**src/rtl/core/srsw_pkg.sv**
```systemverilog
// Package: shared types, constants and codes of the send window tracker.
package srsw_pkg;
	localparam int DEF_MAX_SLOTS = 16;
	localparam int SEQ_W = 31;
	localparam int TIME_W = 32;
	localparam int WIN_W = 5;
	localparam int TMO_W = 16;
	localparam int CFG_W = 16;
	localparam logic [4:0] WIN_RESET = 5'd8;
	localparam logic [15:0] TMO_RESET = 16'd5000;
	localparam logic CFG_WINDOW = 1'b0;
	localparam logic CFG_TIMEOUT = 1'b1;

	typedef enum logic [1:0] {
		MODE_SEND = 2'd0,
		MODE_ACK  = 2'd1,
		MODE_TICK = 2'd2,
		MODE_NONE = 2'd3
	} mode_t;

	typedef enum logic [2:0] {
		K_GRANT   = 3'd0,
		K_REFUSE  = 3'd1,
		K_ACK     = 3'd2,
		K_RETX    = 3'd3,
		K_NOTHING = 3'd4
	} kind_t;

	typedef enum logic [2:0] {
		ST_IDLE,
		ST_ACK_FIND,
		ST_SLIDE,
		ST_ACK_OUT,
		ST_TICK,
		ST_TICK_END
	} state_t;

	// controller to datapath
	typedef struct packed {
		logic load;      // capture input item
		logic do_send;   // grant or refuse, emit
		logic ack_step;  // examine slot at scan index for the ack
		logic slide_step;// free slot at scan index if it holds the base
		logic scan_rst;  // scan index to zero
		logic tick_step; // examine slot at scan index for timeout
		logic emit_ack;
		logic emit_none;
	} cmd_t;

	// datapath to controller
	typedef struct packed {
		logic scan_last;
		logic slide_go;   // target equals base
		logic slide_hit;  // a slot holding base was freed this cycle
		logic any_retx;
	} stat_t;
endpackage

```
**src/rtl/core/srsw_ctrl.sv**
```systemverilog
// Controller: sequences one item through the slot scans.
module srsw_ctrl (
	input  logic             clk,
	input  logic             arst_n,
	input  logic             start,
	input  logic [1:0]       mode,
	input  srsw_pkg::stat_t  st,
	output logic             busy,
	output srsw_pkg::cmd_t   cmd
);
	import srsw_pkg::*;
	state_t state_q, state_d;
	logic   hit_q; // slide pass found a slot

	always_ff @(posedge clk or negedge arst_n) begin
		if (!arst_n) begin
			state_q <= ST_IDLE;
			hit_q <= 1'b0;
		end else begin
			state_q <= state_d;
			if (state_q != ST_SLIDE) hit_q <= 1'b0;
			else if (st.scan_last) hit_q <= 1'b0;
			else if (st.slide_hit) hit_q <= 1'b1;
		end
	end

	always_comb begin
		state_d = state_q;
		unique case (state_q)
			ST_IDLE: begin
				if (start) begin
					unique case (mode_t'(mode))
						MODE_ACK:  state_d = ST_ACK_FIND;
						MODE_TICK: state_d = ST_TICK;
						default:   state_d = ST_IDLE;
					endcase
				end
			end
			ST_ACK_FIND: if (st.scan_last) state_d = st.slide_go ? ST_SLIDE : ST_ACK_OUT;
			ST_SLIDE: begin
				// one pass over the slots; repeat while any slot was freed
				if (st.scan_last && !(hit_q || st.slide_hit)) state_d = ST_ACK_OUT;
			end
			ST_ACK_OUT: state_d = ST_IDLE;
			ST_TICK: if (st.scan_last) state_d = ST_TICK_END;
			ST_TICK_END: state_d = ST_IDLE;
			default: state_d = ST_IDLE;
		endcase
	end

	always_comb begin
		cmd = '0;
		busy = (state_q != ST_IDLE);
		unique case (state_q)
			ST_IDLE: begin
				cmd.load = start;
				cmd.scan_rst = 1'b1;
				cmd.do_send = start && (mode_t'(mode) == MODE_SEND);
			end
			ST_ACK_FIND: begin
				cmd.ack_step = 1'b1;
				cmd.scan_rst = st.scan_last;
			end
			ST_SLIDE: begin
				cmd.slide_step = 1'b1;
				cmd.scan_rst = st.scan_last;
			end
			ST_ACK_OUT: cmd.emit_ack = 1'b1;
			ST_TICK: cmd.tick_step = 1'b1;
			ST_TICK_END: cmd.emit_none = !st.any_retx;
			default: ;
		endcase
	end
endmodule

```
**src/rtl/core/srsw_dp.sv**
```systemverilog
// Datapath: slot store, window counters, result registers.
module srsw_dp #(
	parameter int MAX_SLOTS = srsw_pkg::DEF_MAX_SLOTS
) (
	input  logic                      clk,
	input  logic                      arst_n,
	input  srsw_pkg::cmd_t            cmd,
	input  logic [30:0]               ack_number,
	input  logic [31:0]               time_now_ms,
	input  logic                      cfg_we,
	input  logic                      cfg_idx,
	input  logic [15:0]               cfg_wdata,
	output srsw_pkg::stat_t           st,
	output logic                      done,
	output logic [2:0]                kind,
	output logic [30:0]               seq_number,
	output logic [31:0]               rtt_ms,
	output logic                      rtt_valid,
	output logic [30:0]               base_seq,
	output logic [4:0]                in_flight,
	output logic                      all_acked,
	output logic                      last
);
	import srsw_pkg::*;
	localparam int IW = (MAX_SLOTS > 1) ? $clog2(MAX_SLOTS) : 1;
	localparam int CW = $clog2(MAX_SLOTS + 1);
	localparam logic [IW-1:0] LAST_IDX = IW'(MAX_SLOTS - 1);

	logic [MAX_SLOTS-1:0] valid_q, acked_q;
	logic [SEQ_W-1:0]  seq_q  [MAX_SLOTS];
	logic [TIME_W-1:0] sent_q [MAX_SLOTS];
	logic [SEQ_W-1:0]  base_q, next_q, target_q;
	logic [CW-1:0]     flight_q;
	logic [TIME_W-1:0] now_q, rtt_q;
	logic              found_q, any_q, last_slot_q;
	logic [IW-1:0]     idx_q;
	logic [WIN_W-1:0]  win_q;
	logic [TMO_W-1:0]  tmo_q;
	logic              ovalid_q;
	logic [2:0]        okind_q;
	logic [SEQ_W-1:0]  oseq_q, obase_q;
	logic [TIME_W-1:0] ortt_q;
	logic              orv_q, olast_q, oall_q;
	logic [4:0]        oflt_q;

	// combinational views of current slot
	logic [SEQ_W-1:0]  cur_seq;
	logic [TIME_W-1:0] age;
	logic              cur_v, cur_a, pending_after;
	logic [MAX_SLOTS-1:0] v_n, a_n;
	logic [IW-1:0]     free_idx;
	logic              free_ok;
	logic [CW-1:0]     win_sat;
	logic              retx_now, slide_now;

	assign cur_seq = seq_q[idx_q];
	assign cur_v = valid_q[idx_q];
	assign cur_a = acked_q[idx_q];
	assign age = now_q - sent_q[idx_q];
	assign st.scan_last = (idx_q == LAST_IDX);
	assign st.slide_go = (target_q == base_q);
	assign slide_now = cmd.slide_step && cur_v && cur_a && (cur_seq == base_q);
	assign st.slide_hit = slide_now;
	assign st.any_retx = any_q;
	assign retx_now = cmd.tick_step && cur_v && !cur_a && (age > TIME_W'(tmo_q));

	always_comb begin
		free_idx = '0;
		free_ok = 1'b0;
		for (int i = MAX_SLOTS - 1; i >= 0; i--)
			if (!valid_q[i]) begin
				free_idx = IW'(i);
				free_ok = 1'b1;
			end
		if (win_q > WIN_W'(MAX_SLOTS > 31 ? 31 : MAX_SLOTS)
				&& MAX_SLOTS <= 31)
			win_sat = CW'(MAX_SLOTS);
		else
			win_sat = CW'(win_q);
	end

	logic grant;
	assign grant = free_ok && ({1'b0, flight_q} < {1'b0, win_sat});

	always_comb begin
		v_n = valid_q;
		a_n = acked_q;
		if (cmd.do_send && grant) begin
			v_n[free_idx] = 1'b1;
			a_n[free_idx] = 1'b0;
		end
		if (cmd.ack_step && cur_v && !found_q && cur_seq == target_q) a_n[idx_q] = 1'b1;
		if (slide_now) begin
			v_n[idx_q] = 1'b0;
			a_n[idx_q] = 1'b0;
		end
		pending_after = |(v_n & ~a_n);
	end

	always_ff @(posedge clk or negedge arst_n) begin
		if (!arst_n) begin
			valid_q <= '0;
			acked_q <= '0;
			base_q <= '0;
			next_q <= '0;
			flight_q <= '0;
			rtt_q <= '0;
			idx_q <= '0;
			win_q <= WIN_RESET;
			tmo_q <= TMO_RESET;
			ovalid_q <= 1'b0;
			found_q <= 1'b0;
			any_q <= 1'b0;
		end else begin
			valid_q <= v_n;
			acked_q <= a_n;
			ovalid_q <= 1'b0;
			if (cfg_we) begin
				if (cfg_idx == CFG_WINDOW) win_q <= cfg_wdata[WIN_W-1:0];
				else tmo_q <= cfg_wdata;
			end
			if (cmd.scan_rst) idx_q <= '0;
			else if (cmd.ack_step || cmd.slide_step || cmd.tick_step) idx_q <= idx_q + 1'b1;
			if (cmd.load) begin
				found_q <= 1'b0;
				any_q <= 1'b0;
			end
			if (cmd.do_send) begin
				ovalid_q <= 1'b1;
				okind_q <= grant ? K_GRANT : K_REFUSE;
				oseq_q <= next_q;
				ortt_q <= '0;
				orv_q <= 1'b0;
				olast_q <= 1'b1;
				if (grant) begin
					seq_q[free_idx] <= next_q;
					sent_q[free_idx] <= time_now_ms;
					next_q <= next_q + 1'b1;
					flight_q <= flight_q + 1'b1;
				end
				obase_q <= base_q;
				oflt_q <= grant ? 5'(flight_q + 1'b1) : 5'(flight_q);
				oall_q <= !pending_after;
			end
			if (cmd.ack_step && cur_v && !found_q && cur_seq == target_q) begin
				found_q <= 1'b1;
				rtt_q <= age;
			end
			if (slide_now) begin
				base_q <= base_q + 1'b1;
				if (flight_q != '0) flight_q <= flight_q - 1'b1;
			end
			if (cmd.emit_ack) begin
				ovalid_q <= 1'b1;
				okind_q <= K_ACK;
				oseq_q <= target_q;
				ortt_q <= found_q ? rtt_q : '0;
				orv_q <= found_q;
				olast_q <= 1'b1;
				obase_q <= base_q;
				oflt_q <= 5'(flight_q);
				oall_q <= !pending_after;
			end
			if (cmd.tick_step) begin
				// hold a due retransmit until the next is found, to mark the final one
				if (retx_now) begin
					sent_q[idx_q] <= now_q;
					if (any_q) begin
						ovalid_q <= 1'b1;
						okind_q <= K_RETX;
						oseq_q <= target_q;
						olast_q <= 1'b0;
					end
					any_q <= 1'b1;
					target_q <= cur_seq;
				end
			end
			if (cmd.load) begin
				target_q <= ack_number - 1'b1;
				now_q <= time_now_ms;
			end
			if (cmd.emit_none || last_slot_q) begin
				ovalid_q <= 1'b1;
				okind_q <= cmd.emit_none ? K_NOTHING : K_RETX;
				oseq_q <= cmd.emit_none ? '0 : target_q;
				olast_q <= 1'b1;
			end
			if (cmd.tick_step || cmd.emit_none || last_slot_q) begin
				ortt_q <= '0;
				orv_q <= 1'b0;
				obase_q <= base_q;
				oflt_q <= 5'(flight_q);
				oall_q <= !pending_after;
			end
		end
	end

	// final held retransmit: last_slot_q flags it as the scan ends, then the result registers send it out
	always_ff @(posedge clk or negedge arst_n) begin
		if (!arst_n) last_slot_q <= 1'b0;
		else last_slot_q <= cmd.tick_step && st.scan_last && (any_q || retx_now);
	end

	assign done = ovalid_q;
	assign kind = okind_q;
	assign seq_number = oseq_q;
	assign rtt_ms = ortt_q;
	assign rtt_valid = orv_q;
	assign base_seq = obase_q;
	assign in_flight = oflt_q;
	assign all_acked = oall_q;
	assign last = olast_q;
endmodule

```
**src/rtl/core/selective_repeat_send_window_top.sv**
```systemverilog
// Top level of the selective-repeat send window tracker.
// Usage:
//   Present mode, ack_number and time_now_ms with start while busy is low;
//   the item is taken at that edge. Results appear for one cycle each with
//   done high; last marks the final result of the item. The receiver
//   cannot stall, so results are never held back.
// Item handling (one item at a time):
//   send request: 1 result, in the cycle after accept; busy never rises.
//   ack: a match pass over all slots, then, when the acked sequence is the
//   base, slide passes over all slots, repeated until a pass frees nothing
//   (at most MAX_SLOTS+1 passes), then the result is emitted.
//   tick: one scan over all slots; retransmits stream out during the
//   scan, each in the cycle after the next due slot is found, and the
//   final result follows once the scan ends.
//   unknown mode: dropped, no result.
// Configuration: write cfg_we/cfg_idx/cfg_wdata while idle; index 0 is the
//   window length, 1 is timeout_ms.
// Reset: arst_n clears all slots, base, next sequence and counters, and
//   restores window 8 and timeout 5000.
module selective_repeat_send_window_top #(
	parameter int MAX_SLOTS = srsw_pkg::DEF_MAX_SLOTS
) (
	input  logic        clk,
	input  logic        arst_n,
	input  logic        start,
	output logic        busy,
	input  logic [1:0]  mode,
	input  logic [30:0] ack_number,
	input  logic [31:0] time_now_ms,
	input  logic        cfg_we,
	input  logic        cfg_idx,
	input  logic [15:0] cfg_wdata,
	output logic        done,
	output logic [2:0]  kind,
	output logic [30:0] seq_number,
	output logic [31:0] rtt_ms,
	output logic        rtt_valid,
	output logic [30:0] base_seq,
	output logic [4:0]  in_flight,
	output logic        all_acked,
	output logic        last
);
	import srsw_pkg::*;
	cmd_t  cmd;
	stat_t st;

	srsw_ctrl u_ctrl (
		.clk(clk), .arst_n(arst_n), .start(start), .mode(mode),
		.st(st), .busy(busy), .cmd(cmd)
	);

	srsw_dp #(.MAX_SLOTS(MAX_SLOTS)) u_dp (
		.clk(clk), .arst_n(arst_n), .cmd(cmd),
		.ack_number(ack_number), .time_now_ms(time_now_ms),
		.cfg_we(cfg_we), .cfg_idx(cfg_idx), .cfg_wdata(cfg_wdata),
		.st(st), .done(done), .kind(kind), .seq_number(seq_number),
		.rtt_ms(rtt_ms), .rtt_valid(rtt_valid), .base_seq(base_seq),
		.in_flight(in_flight), .all_acked(all_acked), .last(last)
	);

	// in_flight never exceeds the slot count
	a_flight_cap: assert property (@(posedge clk) disable iff (!arst_n)
		done |-> in_flight <= 5'(MAX_SLOTS > 31 ? 31 : MAX_SLOTS))
		else $error("in_flight beyond slot count");
	// a send request never raises busy
	a_send_nobusy: assert property (@(posedge clk) disable iff (!arst_n)
		(start && !busy && mode == MODE_SEND) |=> !busy)
		else $error("send request stalled");
	// an accepted send yields a result next cycle
	a_send_done: assert property (@(posedge clk) disable iff (!arst_n)
		(start && !busy && mode == MODE_SEND) |=> (done && last))
		else $error("send result missing");
endmodule

```
**config.mk**
```make
export PLATFORM = sky130hd
export DESIGN_NAME = selective_repeat_send_window_top
export DESIGN_NICKNAME = d
export VERILOG_FILES = /design/src/rtl/core/srsw_pkg.sv /design/src/rtl/core/srsw_ctrl.sv /design/src/rtl/core/srsw_dp.sv /design/src/rtl/core/selective_repeat_send_window_top.sv
export SDC_FILE = /design/constraint.sdc
export NUM_CORES = 2
export LEC_CHECK = 0
export CAP_MARGIN = 5
export CELL_PAD_IN_SITES_DETAIL_PLACEMENT = 1
export CELL_PAD_IN_SITES_GLOBAL_PLACEMENT = 2
export CORE_ASPECT_RATIO = 1.1
export CORE_MARGIN = 1.5
export CORE_UTILIZATION = 52
export CTS_CLUSTER_SIZE = 20
export DETAILED_ROUTE_END_ITERATION = 6
export DONT_BUFFER_PORTS = 1
export PLACE_DENSITY = 0.92
export SLEW_MARGIN = 25
export SYNTH_ARGS = -nofsm -noshare
export SYNTH_HDL_FRONTEND = slang
export SYNTH_SLANG_ARGS = --single-unit
```
**constraint.sdc**
```tcl
create_clock -name clk -period 16.5 [get_ports clk]
set_clock_uncertainty 0.2 [all_clocks]
set_input_delay 4.125 -clock clk [delete_from_list [all_inputs] [get_ports clk]]
set_output_delay 4.125 -clock clk [all_outputs]
set_load 0.01 [all_outputs]
```
==> key figures <==
CTS
  • Clk_lat worst skew: 810 ps
  • CTS root buf: clkbuf_16
  • Setup Buffers After CTS: 0
  • PostCTS Resize Cnt: 0
  • CTS max path bufs: 3
  • Num CTS Buffers: 137
  • # clock sinks: 1,340
  • Reg clk slew, reported paths: 60 ps
  • H-Tree Depth: 4
  • Hold buffers post-CTS: 0
  • CTS tree: done

Yosys
  • Mapped Nets: 3,820
  • Number of synthesized flops with an enable pin: 1,176
  • Post-synthesis register bit count: 1,340
  • Syn Inst Count: 3,673
  • Count of different cell masters after synthesis: 95
  • Ys flop type: edfxtp_1
  • Post-synthesis sequential area ratio: 66.1%
  • Avg Inst Size Synth: 16.2 µm²
  • Yosys warnings: 0
  • Post-Syn Area: 0.0596 mm²
  • Synth async-reset ratio: 12.2%

Placement
  • Dpl hpwl: 116 mm
  • Worst slack at placement: 6100 ps
  • GP Congestion: 0.963
  • I/O Buffers: 0

Drt
  • M1 WL: 67.4 mm
  • WL met3: 14.2 mm
  • Vias: 35,624
  • DRC Markers: 0
  • Routed len/inst: 34.5 µm
  • Highest Signal Layer: met5
  • DRT Pass-1 Iters: 6
  • Post-route ant nets: 0
  • Met2 routed WL: 91.6 mm
  • Post-DR vias/cell: 6.70
  • 1st-iter DRT viols: 4,095
  • WL final: 183 mm

Run
  • Max_cap viols: 0

STA
  • RSZ-0062 raised after global routing: no
  • Final count of pins violating max slew: 0
  • Crit share post-route: 61.3%
  • Final min period: 10,110 ps
  • Sum Neg Setup Slack: 0 ps
  • Worst Tran Pin Value: 1040 ps
  • Slew margin rel.: 30.1%
  • Setup violations, final: 0
  • Final Hold Viols: 0
  • Final worst slack: 6390 ps
  • Max frequency: 98.9 MHz

Worst setup path
  • Reg2reg end: u_dp.sent_q[0][15]$_DFFE_PP_
  • CP Depth: 26
  • CP top delay family: compound AO/OA/AOI/OAI gates
  • R2r startpoint: u_dp.idx_q[0]$_DFFE_PN0P_
  • CP Capture Type: register
  • Worst Path Arrival: 10,300 ps
  • Required time worst endpoint: 16,690 ps
  • CP Launch Type: register
  • WP buf/inv: 5
  • Crit Path Class: register to register
  • Setup slack, reg-to-reg: 6390 ps
  • CP peak stage delay: 850 ps
  • Max FO, Critical Path: 51
  • Reg2Reg Depth: 26
  • Worst path slowest cell: nor4_2

Cells and area
  • Layout Area Growth over Synthesis: 10.6%
  • Nets@finish: 3,826
  • Fin util: 57.8%
  • Layout cell share with drive strength beyond 1: 20.6%
  • Fillers: 10,260

Global route
  • Largest net degree at the start of global routing: 255
  • Gr ovfl total: 0
  • Vias in the first global route: 37,317
  • Initial antenna violation count: 7
  • First-pass GRT wire length: 264 mm
  • Total GRT Usage: 31.6%

Floorplanning
  • Initial core utilization: 52.3%
  • Die ar.: 0.117 mm²
  • Die W: 326 µm
  • Core area: 0.114 mm²
  • Boundary Pins: 193
  • Rows: 130
  • Die Y: 358 µm

Power and ir drop
  • Peak supply drop: 0.118 mV
  • PwrDens: 155 mW/mm²
  • Pleak: 22.7 nW

Hold path
  • HP Class: register to register
  • Hold Path Sink: u_ctrl.hit_q$_DFFE_PN0P_
  • WHS Path Cells: 2
  • HP Start: u_ctrl.hit_q$_DFFE_PN0P_

Status
  • Status: finished clean
## worst reg2reg max path, stage by stage (launching register included)
cell and delay, ps:
dfrtp_4 630, buf_16 320, buf_6 690, mux4_2 620, mux4_2 490, inv_1 170, ha_1 310, and2_1 190
nand4_1 160, o31ai_1 510, nand2b_1 220, a21o_1 120, a21oi_1 70, xnor2_1 220, ha_1 290, a21oi_1 190
o211ai_1 120, o31ai_1 360, o21ai_0 170, a221oi_2 200, nand4_1 140, nor4_2 850, a21o_2 500, buf_4 550
mux2_2 500, nor2_4 350, buf_4 560
## power by group
part           switching (W)  internal (W)
clock                0.00138       0.00176
sequential          0.000174       0.00380
combinational        0.00189       0.00121
## how the worst max path moves through the flow
| stage | slack, ps | end | startpoint |
|---|---|---|---|
| after floorplan | 6960 | u_dp.sent_q[12][0]$_DFFE_PP_ | u_dp.idx_q[0]$_DFFE_PN0P_ |
| after global placement | 6210 | u_dp.sent_q[12][18]$_DFFE_PP_ | u_dp.idx_q[0]$_DFFE_PN0P_ |
| after detailed placement | 6100 | u_dp.sent_q[0][21]$_DFFE_PP_ | u_dp.idx_q[0]$_DFFE_PN0P_ |
| after CTS | 6010 | u_dp.sent_q[0][15]$_DFFE_PP_ | u_dp.idx_q[0]$_DFFE_PN0P_ |
| after global routing | 5930 | u_dp.sent_q[0][15]$_DFFE_PP_ | u_dp.idx_q[0]$_DFFE_PN0P_ |
| final | 6390 | u_dp.sent_q[0][15]$_DFFE_PP_ | u_dp.idx_q[0]$_DFFE_PN0P_ |
## cell type report
class                           instances  area (µm²)  area share [%]
Sequential cell                      1340       39400            59.8
Multi-Input combinational cell       2026       19100            28.9
Clock buffer                          191        3890            5.90
Tap cell                             1518        1900            2.88
Timing Repair Buffer                   76         652           0.988
Clock inverter                         62         606           0.918
Inverter                               98         369           0.560
Antenna cell                            4        10.0          0.0152
## through the flow
step	hold WS [ps]	power (W)	std cells	instance area [µm²]
finish	297	0.0102	5315	66000
global route	318	0.0105	5313	66000
CTS	302	0.0102	5309	65900
detailed placement	281	0.00706	5056	61400
global placement	267	0.00697	5054	61300
floorplan	223	0.00609	3673	59600
## cell families after synthesis
group                      after synthesis  share of synthesized area, %
buffers and inverters                  307                          2.29
adders and majority gates               61                          1.29
xor gates and xnor gates               240                          3.52
AOI/OAI and AO/OA                      485                          5.86
muxes                                  519                          14.9
and+or+nand+nor                        721                          6.03
DFF                                   1340                          66.1
## layout by cell type (no fill, tap or decap), types with 32 or more instances in the layout
cell | Yosys | routed
a22o_1 | 35 | 35
nand3_1 | 57 | 56
mux2i_1 | 127 | 127
inv_1 | 96 | 95
dfrtp_1 | 158 | 154
nor3_1 | 46 | 46
buf_4 | 17 | 70
mux2_2 | 107 | 107
nand4_1 | 49 | 49
mux4_2 | 283 | 283
ha_1 | 60 | 60
edfxtp_1 | 1176 | 1176
o21ai_0 | 82 | 82
nor2b_1 | 33 | 32
clkbuf_1 | 117 | 35
nand2_1 | 194 | 194
a21oi_1 | 125 | 125
clkbuf_16 | 0 | 143
xor2_1 | 82 | 82
nor2_1 | 175 | 160
xnor2_1 | 158 | 158
## Yosys cell counts (9+ instances only)
library cell	count	area, µm²
inv_1	96	360
a211oi_1	15	113
a22o_1	35	307
nor2_1	175	657
or4_1	9	67.6
mux2i_1	127	1270
clkbuf_1	117	439
a21oi_1	125	626
a31oi_1	10	62.6
buf_1	26	97.6
buf_2	34	170
o22ai_1	23	144
nand2b_1	22	138
o21ai_0	82	410
o21a_1	16	120
nand4_1	49	307
nand2_1	194	728
nor2b_1	33	206
nand3b_1	10	75.1
mux2_2	107	1200
mux4_2	283	6370
xnor2_1	158	1380
a22oi_1	16	120
buf_6	14	158
a21o_1	14	105
nor3_1	46	230
nand3_1	57	285
o2bb2ai_2	30	450
nor4_1	18	113
and2_1	18	113
edfxtp_1	1176	35300
xor2_1	82	718
and3_1	32	200
o211ai_1	24	180
and4_1	9	78.8
dfrtp_1	158	3950
buf_4	17	128
ha_1	60	751
## sequential cells by signal, indices dropped and copies added (netlist names), 31 cells and up
| signal | count |
|---|---|
| u_dp.sent_q | 512 |
| u_dp.seq_number | 31 |
| u_dp.now_q | 32 |
| u_dp.base_q | 31 |
| u_dp.target_q | 31 |
| u_dp.base_seq | 31 |
| u_dp.seq_q | 496 |
| u_dp.rtt_ms | 32 |
| u_dp.rtt_q | 32 |
| u_dp.next_q | 31 |
## metal layers
metal | GRT usage [%] | vias up
met1 | 39.2 | 18695
met2 | 53.2 | 1974
li1 | - | 14425
met4 | 16.5 | 10
met3 | 6.18 | 520
met5 | 0 | -
No activity file was read; power rests on OpenSTA's default activity.
